File: src/hw/rtl/homography_inlier_classifier_assert.svh
// assertion macros for the homography inlier classifier
`ifndef HOMOGRAPHY_INLIER_CLASSIFIER_ASSERT_SVH
`define HOMOGRAPHY_INLIER_CLASSIFIER_ASSERT_SVH
`ifndef NO_ASSERTIONS
`define HIC_ASSERT_IMP(lbl, ante, cons) \
  lbl: assert property (@(posedge clk) disable iff (!rst_n) (ante) |-> (cons)) \
    else $error("hic assertion failed");
`define HIC_ASSERT_NXT(lbl, ante, cons) \
  lbl: assert property (@(posedge clk) disable iff (!rst_n) (ante) |=> (cons)) \
    else $error("hic assertion failed");
`else
`define HIC_ASSERT_IMP(lbl, ante, cons)
`define HIC_ASSERT_NXT(lbl, ante, cons)
`endif
`endif

File: src/hw/rtl/hic_pkg.sv
// shared types and constants for the homography inlier classifier
package hic_pkg;

  localparam int NUM_REGS   = 8;
  localparam int REG_IDX_W  = 3;
  localparam int COEF_W     = 48;
  localparam int IDX_W      = 10;
  localparam int SRC_W      = 16;
  localparam int PIX_FRAC   = 4;
  localparam int FRAC_W     = 36;
  localparam int LO_SPLIT   = 32;
  localparam int LO_W       = LO_SPLIT + SRC_W;
  localparam int HI_W       = (COEF_W - LO_SPLIT) + SRC_W + 1;
  localparam int TERM_W     = COEF_W + SRC_W + 1;
  localparam int SUM_W      = TERM_W + 2;
  localparam int MAG_W      = SUM_W - 1;
  localparam int QBITS      = 31;
  localparam int QUOT_W     = QBITS + 1;
  localparam int WIDE_W     = MAG_W + QBITS;
  localparam int DIFF_W     = QUOT_W + PIX_FRAC + 1;
  localparam int NEAR_W     = 20;
  localparam int SQ_W       = 2 * NEAR_W;
  localparam int SSQ_W      = SQ_W + 1;
  localparam int IN_DATA_W  = 80;
  localparam int OUT_DATA_W = 16;

  localparam int DEF_DIST_THRESHOLD = 4;

  typedef logic signed [COEF_W-1:0] coef_t;
  typedef coef_t coef_bank_t [NUM_REGS];

  localparam coef_t GAIN_ONE = coef_t'(1) <<< LO_SPLIT;
  localparam logic signed [SUM_W-1:0] DEN_ONE = SUM_W'(1) <<< FRAC_W;

  typedef enum logic [REG_IDX_W-1:0] {
    REG_GAIN_XX = 3'd0,
    REG_GAIN_XY = 3'd1,
    REG_SHIFT_X = 3'd2,
    REG_GAIN_YX = 3'd3,
    REG_GAIN_YY = 3'd4,
    REG_SHIFT_Y = 3'd5,
    REG_PERSP_X = 3'd6,
    REG_PERSP_Y = 3'd7
  } reg_idx_t;

  typedef enum logic [1:0] {
    VERDICT_OUTLIER = 2'd0,
    VERDICT_INLIER  = 2'd1,
    VERDICT_SKIP    = 2'd2,
    VERDICT_FAULT   = 2'd3
  } verdict_t;

  typedef struct packed {
    logic [IDX_W-1:0] index;
    logic [SRC_W-1:0] obs_x;
    logic [SRC_W-1:0] obs_y;
    logic             skip;
    logic             fault;
  } tag_t;

endpackage

File: src/hw/rtl/hic_score.sv
// distance to the observed point and verdict
`include "homography_inlier_classifier_assert.svh"

module hic_score import hic_pkg::*; #(
  parameter int DIST_THRESHOLD = DEF_DIST_THRESHOLD
) (
  input  logic                     clk,
  input  logic                     rst_n,
  input  logic                     adv,
  input  logic                     in_valid,
  input  logic signed [QUOT_W-1:0] quot_x,
  input  logic signed [QUOT_W-1:0] quot_y,
  input  tag_t                     in_tag,
  output logic                     out_valid,
  output logic [IDX_W-1:0]         out_index,
  output verdict_t                 out_verdict
);

  localparam logic [SSQ_W-1:0] DIST_LIMIT =
    SSQ_W'(DIST_THRESHOLD * DIST_THRESHOLD * 256);

  logic signed [DIFF_W-1:0] dx_r, dy_r;
  logic [DIFF_W-2:0]        adx_nxt, ady_nxt;
  logic [NEAR_W-1:0]        adx_r, ady_r;
  logic                     far2_r, far3_r;
  logic [SQ_W-1:0]          sqx_r, sqy_r;
  logic                     s1_valid_r, s2_valid_r, s3_valid_r, out_valid_r;
  tag_t                     tag1_r, tag2_r, tag3_r;
  logic [IDX_W-1:0]         index_r;
  verdict_t                 verdict_r, verdict_nxt;
  logic [SSQ_W-1:0]         ssq;

  always_comb begin
    adx_nxt = dx_r[DIFF_W-1] ? (DIFF_W-1)'(-dx_r) : dx_r[DIFF_W-2:0];
    ady_nxt = dy_r[DIFF_W-1] ? (DIFF_W-1)'(-dy_r) : dy_r[DIFF_W-2:0];
    ssq     = SSQ_W'(sqx_r) + SSQ_W'(sqy_r);
    if (tag3_r.skip) begin
      verdict_nxt = VERDICT_SKIP;
    end else if (tag3_r.fault) begin
      verdict_nxt = VERDICT_FAULT;
    end else if (far3_r || (ssq >= DIST_LIMIT)) begin
      verdict_nxt = VERDICT_OUTLIER;
    end else begin
      verdict_nxt = VERDICT_INLIER;
    end
  end

  always_ff @(posedge clk) begin
    if (!rst_n) begin
      s1_valid_r  <= 1'b0;
      s2_valid_r  <= 1'b0;
      s3_valid_r  <= 1'b0;
      out_valid_r <= 1'b0;
    end else if (adv) begin
      s1_valid_r  <= in_valid;
      s2_valid_r  <= s1_valid_r;
      s3_valid_r  <= s2_valid_r;
      out_valid_r <= s3_valid_r;
    end
  end

  always_ff @(posedge clk) begin
    if (adv) begin
      dx_r      <= (DIFF_W'(quot_x) <<< PIX_FRAC) - $signed(DIFF_W'(in_tag.obs_x));
      dy_r      <= (DIFF_W'(quot_y) <<< PIX_FRAC) - $signed(DIFF_W'(in_tag.obs_y));
      adx_r     <= adx_nxt[NEAR_W-1:0];
      ady_r     <= ady_nxt[NEAR_W-1:0];
      far2_r    <= (|adx_nxt[DIFF_W-2:NEAR_W]) | (|ady_nxt[DIFF_W-2:NEAR_W]);
      sqx_r     <= SQ_W'(adx_r) * SQ_W'(adx_r);
      sqy_r     <= SQ_W'(ady_r) * SQ_W'(ady_r);
      far3_r    <= far2_r;
      tag1_r    <= in_tag;
      tag2_r    <= tag1_r;
      tag3_r    <= tag2_r;
      index_r   <= tag3_r.index;
      verdict_r <= verdict_nxt;
    end
  end

  assign out_valid   = out_valid_r;
  assign out_index   = index_r;
  assign out_verdict = verdict_r;

  `HIC_ASSERT_NXT(a_drain_to_out, adv && s3_valid_r, out_valid_r)

endmodule
File: config.mk
export PLATFORM = sky130hd
export DESIGN_NAME = hic_score
export DESIGN_NICKNAME = d
export VERILOG_FILES = /design/src/hw/rtl/hic_pkg.sv /design/src/hw/rtl/hic_score.sv
export VERILOG_INCLUDE_DIRS = /design/src /design/src/hw/rtl
export SDC_FILE = /design/constraint.sdc
export NUM_CORES = 2
export LEC_CHECK = 0
export BUFFER_PORTS_ARGS = -buffer_cell sky130_fd_sc_hd__buf_2
export CAP_MARGIN = 20
export CORE_MARGIN = 8
export CORE_UTILIZATION = 55
export CTS_CLUSTER_SIZE = 24
export DETAILED_ROUTE_END_ITERATION = 7
export GPL_TIMING_DRIVEN = 1
export HOLD_SLACK_MARGIN = 0.12
export PLACE_DENSITY = 0.73
export SYNTH_ARGS = -nofsm -noshare
export SYNTH_HDL_FRONTEND = slang
export SYNTH_SLANG_ARGS = --single-unit
File: constraint.sdc
create_clock -name clk -period 11.2 [get_ports clk]
set_input_delay 2.24 -clock clk [delete_from_list [all_inputs] [get_ports clk]]
set_output_delay 2.24 -clock clk [all_outputs]
set_load 0.1 [all_outputs]
**After elaboration in Yosys (flattened, before gate mapping)**

Index checks and enable logic that the tools add are counted.

- Flip-flop bits (word level): 248
- Latch bits: 0
- Memory bits (writable): 0
- Memory bits (read-only): 0
- Bits of input ports: 112
- Output and inout bits: 13
- Word-level logic and storage cells: 41
- Memories: 0

- Add/sub/neg operators: 5
- Multipliers: 2
- Div/mod/pow operators: 0
- Magnitude comparators: 1
- Equal/unequal tests: 0
- Shift-type cells: 0
- Mux-type cells: 4
- Bitwise operators: 1
- Reduce and logical (&&, ||, !) cells: 4

Operators with widths:

| cell | number |
|---|---|
| 20-bit by 20-bit multiplier with 40-bit output | 2 |
| 36-bit by 17-bit subtractor with 37-bit output | 2 |
| 36-bit two-way mux | 2 |
| 36-bit negation | 2 |
| 40-bit by 40-bit adder with 41-bit output | 1 |
| 41-bit by 13-bit >= comparator with 1-bit output, second input constant | 1 |
| 16-bit OR reduction | 2 |
| 1-bit two-way mux | 2 |
| 2-bit OR reduction | 1 |
| 1-bit logical OR | 1 |
| 1-bit OR | 1 |

**Logic depth before layout (Yosys ltp)**

- Word-level depth: 5
- Depth in mapped cells: 28
- Depth with buffers taken out: 26

**Least setup slack after synthesis**

Ideal clock, no wire load.

- Kind: flip-flop to flip-flop
- Start point: register ady_r[8]
- End point: register sqy_r[39] (data pin)
- Library setup time: 260 ps
- Data arrival time: 7129 ps
- Required time: 10940 ps
- Setup slack: 3811 ps
- Stages on the path, launching flop included: 25
- Period minus slack after synthesis: 7389 ps
- Cell sequence: edfxtp_1 clkbuf_1 buf_1 nand2_1 fa_1 inv_1 fa_1 fa_1 fa_1 inv_1 fa_1 inv_1 fa_1 fa_1 ha_1 a21oi_1 o21ai_0 a311oi_1 a211oi_1 o211a_1 o41ai_1 o211ai_1 a31o_2 a21oi_1 xnor2_1

- Cells in the longest elaborated chain, start to end: 1

RTL lines:

| what | line | text |
|---|---|---|
| from (decl) | hic_score.sv:24 | `logic [NEAR_W-1:0] adx_r, ady_r;` |
| from (signal assigned) | hic_score.sv:67 | `ady_r <= ady_nxt[NEAR_W-1:0];` |
| 20-bit by 20-bit multiplier with 40-bit output | hic_score.sv:70 | `sqy_r <= SQ_W'(ady_r) * SQ_W'(ady_r);` |
| to (signal assigned) | hic_score.sv:70 |  |
| to (decl) | hic_score.sv:26 | `logic [SQ_W-1:0] sqx_r, sqy_r;` |

No other way between the ends.
A chain may end at the register's enable or synchronous reset.

**Final worst setup path**

- Start point: register ady_r[2]
- End point: register sqy_r[39] (data pin)

Same word-level chain as after synthesis.

==> results.md <==
* Outcome: complete, no violations
* Setup violators final at 0
* Ports at around 130
* Die height at roughly 270 um
* Clock buffer depth at 3
* Num CTS Buffers at 28
* Min-delay src: tag1_r[40]
* First DRT Iteration DRCs at approximately 1,400
* Max Cap Viol at 0
* WL per Instance at 16.4 um
* Final Hold Viols at 0
* Largest net degree at the start of global routing at around 90
* Htree depth at 1
* Setup WS pre-CTS at about 2.9 ns
* Relative slew margins at 0.342
* Tightest Pin Transition at just under 1 ns
* Sequential area share after synthesis at 0.202
* DP HPWL at 61.9 mm
* Final WS setup at roughly 2.8 ns
* Critical Path, Cell by Cell: nand2_1 -> fa_1 -> inv_1 -> fa_1 -> inv_1 -> fa_1 -> inv_1 -> fa_1 -> fa_1 -> fa_1 -> inv_1 -> fa_1 -> inv_1 -> ha_1 -> a21o_1 -> o21a_1 -> a311oi_1 -> a211oi_1 -> o211a_1 -> o41ai_1 -> o211ai_1 -> a31o_2 -> a21oi_1 -> xnor2_1
* Syn Nets at around 4,700
* Cells after synthesis at 3,661
* Post-CTS Hold Buffers at 0
* Bufs and invs on worst path at 5
* Overall routing resource usage at 0.209
* First-pass GRT wire length at roughly 130 mm
* Critical Path AT at between 8 and 9 ns
* Yosys reg bits at between 200 and 250
* Via count at 25,200
* Area Overhead vs Synth at 6.79%
* Mapped Area at roughly 36,000 sq um
* Post-layout util at 0.590
* Post-CTS Setup Bufs at 0
* Max-slew violation count at 0
* Layout cells sized above 1 at 0.0630
* RR Endpoint: sqy_r[39]
* Worst-case clock skew at around 0.012 ns
* Worst setup EP type: flop
* RePlAce Congestion at just over 0.9
* Period Utilization, post-route at 0.748
* Top_reg_cell synth: edfxtp_1
* Chip width at 272 um
* Most frequent cells in the layout: inv_1 (725), fa_1 (555), ha_1 (373)
* CP delay by family, top: adder cells
* Remaining routing DRC violations at 0
* Hold Path Class: flop to flop
* CP dominant cell by count: fa_1
* Vias in the first global route at about 27,000
* Crit path kind: flop to flop
* Unique masters post-synth at 84
* Initial antenna violation count at 2
* CTS resizes at 0
* 1st-pass router iterations at 6
* R2r setup slk at between 2 and 3 ns
* Worst Path Max Fanout at 26
* Setup TNS at 0 ns
* GRT met1 Usage at 0.263
* Unrepaired setup endpoints after global routing: false
* GR peak layer: met2
* Yosys Warn Count at 0
* Later-pin clock latency in the skew report at between 0.5 and 0.6 ns
* EDFF count, synth at between 200 and 250
* Hold endpoint: tag2_r[40]
* Global routing usage on met3 at 0.0288
* Top post-synthesis cells by area: fa_1 (31%), edfxtp_1 (20%), ha_1 (13%), inv_1 (7.6%), nand2_1 (3.7%)
* Worst R2R Start: ady_r[2]
* CP max stage delay at roughly 0.99 ns
* Clk sinks at around 240
* Final min period at ~8.4 ns
* Final wirelength at 75.7 mm
* Die ar. at between 70,000 and 80,000 sq um
* Root buffer cell: clkbuf_16
* Post-synth top area share at 0.308
* Library cell with the largest summed area after synthesis: fa_1
* Commonest non-fill, non-tap cell in the layout: inv_1
* Gr ovfl total at 0
* DRT antenna net count at 0
* Final net count at about 4,800
* CP max-delay cell: edfxtp_1
* R2R depth at 24
* Syn avg cell area at around 9.8 sq um
* Ys async rst share at 0
* Initial core utilization at 0.552
* Clk slew on worst S/H paths at around 0.06 ns
* Grt met2 use at 0.376
* FP Rows at 94
* Core outline area at ~65,000 sq um
* Critical path launch point type: flop
* Fmax at roughly 0.12 GHz
* CP Data Required Time at 11.52 ns
* PortBufs at ~120
* CTS tree: done
* Via/cell ratio at around 5.5
* Hold depth at 0
==> cell usage after synthesis (24+ instances only) <==
cell type and n:
xor2_1 75, nand2_1 354, a21oi_1 133, ha_1 373, nor2b_1 24, o21ai_0 102, or3_1 24, fa_1 555
nor2_1 138, clkbuf_1 98, inv_1 725, nand2b_1 29, nor3_1 65, and2_1 154, a21o_1 42, xnor2_1 142
edfxtp_1 240, nand3_1 39
==> worst max path at each step <==
stage                   from        end  slack (ns)  cells past startpoint
floorplan           ady_r[8]  sqy_r[39]        3.81                     24
global placement    ady_r[2]  sqy_r[39]        3.11                     24
detailed placement  ady_r[2]  sqy_r[39]        2.95                     24
CTS                 ady_r[2]  sqy_r[39]        2.92                     24
global route        ady_r[2]  sqy_r[39]        2.46                     24
finish              ady_r[2]  sqy_r[39]        2.82                     24
==> worst register-to-register path: cells and delay by family (launching register included) <==
kind	cells	cell delay [ns]
flops	1	0.99
compound gates	9	2.70
xor+xnor	1	0.08
simple gates	1	0.26
buf+inv	5	0.24
fa+ha+maj	8	3.86
==> layout make-up <==
| type | count | area [sq um] |
|---|---|---|
| timing repair buffer | 150 | 846 |
| antenna | 1 | 2.50 |
| inverter | 725 | 2720 |
| clock inverter | 19 | 203 |
| tap | 864 | 1080 |
| clock buffer | 33 | 719 |
| fill | 5599 | 26800 |
| multi-input combinational | 2589 | 25600 |
| sequential | 244 | 7290 |
==> routing by layer <==
| layer | wire [um] | share of wire |
|---|---|---|
| met5 | 13 | 0.00017 |
| met4 | 1970 | 0.026 |
| met2 | 38800 | 0.51 |
| met1 | 31300 | 0.41 |
| met3 | 3620 | 0.048 |
==> metrics by stage <==
stage	hold slack (ns)	instances	instance area, sq um
finish	0.414	4625	38500
global route	0.420	4624	38500
CTS	0.417	4623	38500
detailed placement	0.405	4571	37500
global placement	0.400	4571	37500
floorplan	0.400	3661	36000
==> flip-flops by register name (all words and copies together), names as in the netlist, 2 cells and up <==
signal	flops
ady_r	20
tag3_r	12
out_index	10
dx_r	37
tag2_r	12
sqy_r	38
adx_r	20
dy_r	37
out_verdict	2
sqx_r	38
tag1_r	12
==> logic make-up after synthesis <==
logic type / synth area share
XOR/XNOR: 0.0527
flip-flops: 0.202
multiplexers: 0.00319
AO/OA/AOI/OAI: 0.0865
buffers and inverters: 0.0867
adder cells (fa/ha/maj): 0.438
AND/OR/NAND/NOR: 0.131
Power is left out: the tool's default activity adds up to more than one toggle a clock period on the data nets, which glitch-free logic cannot reach.
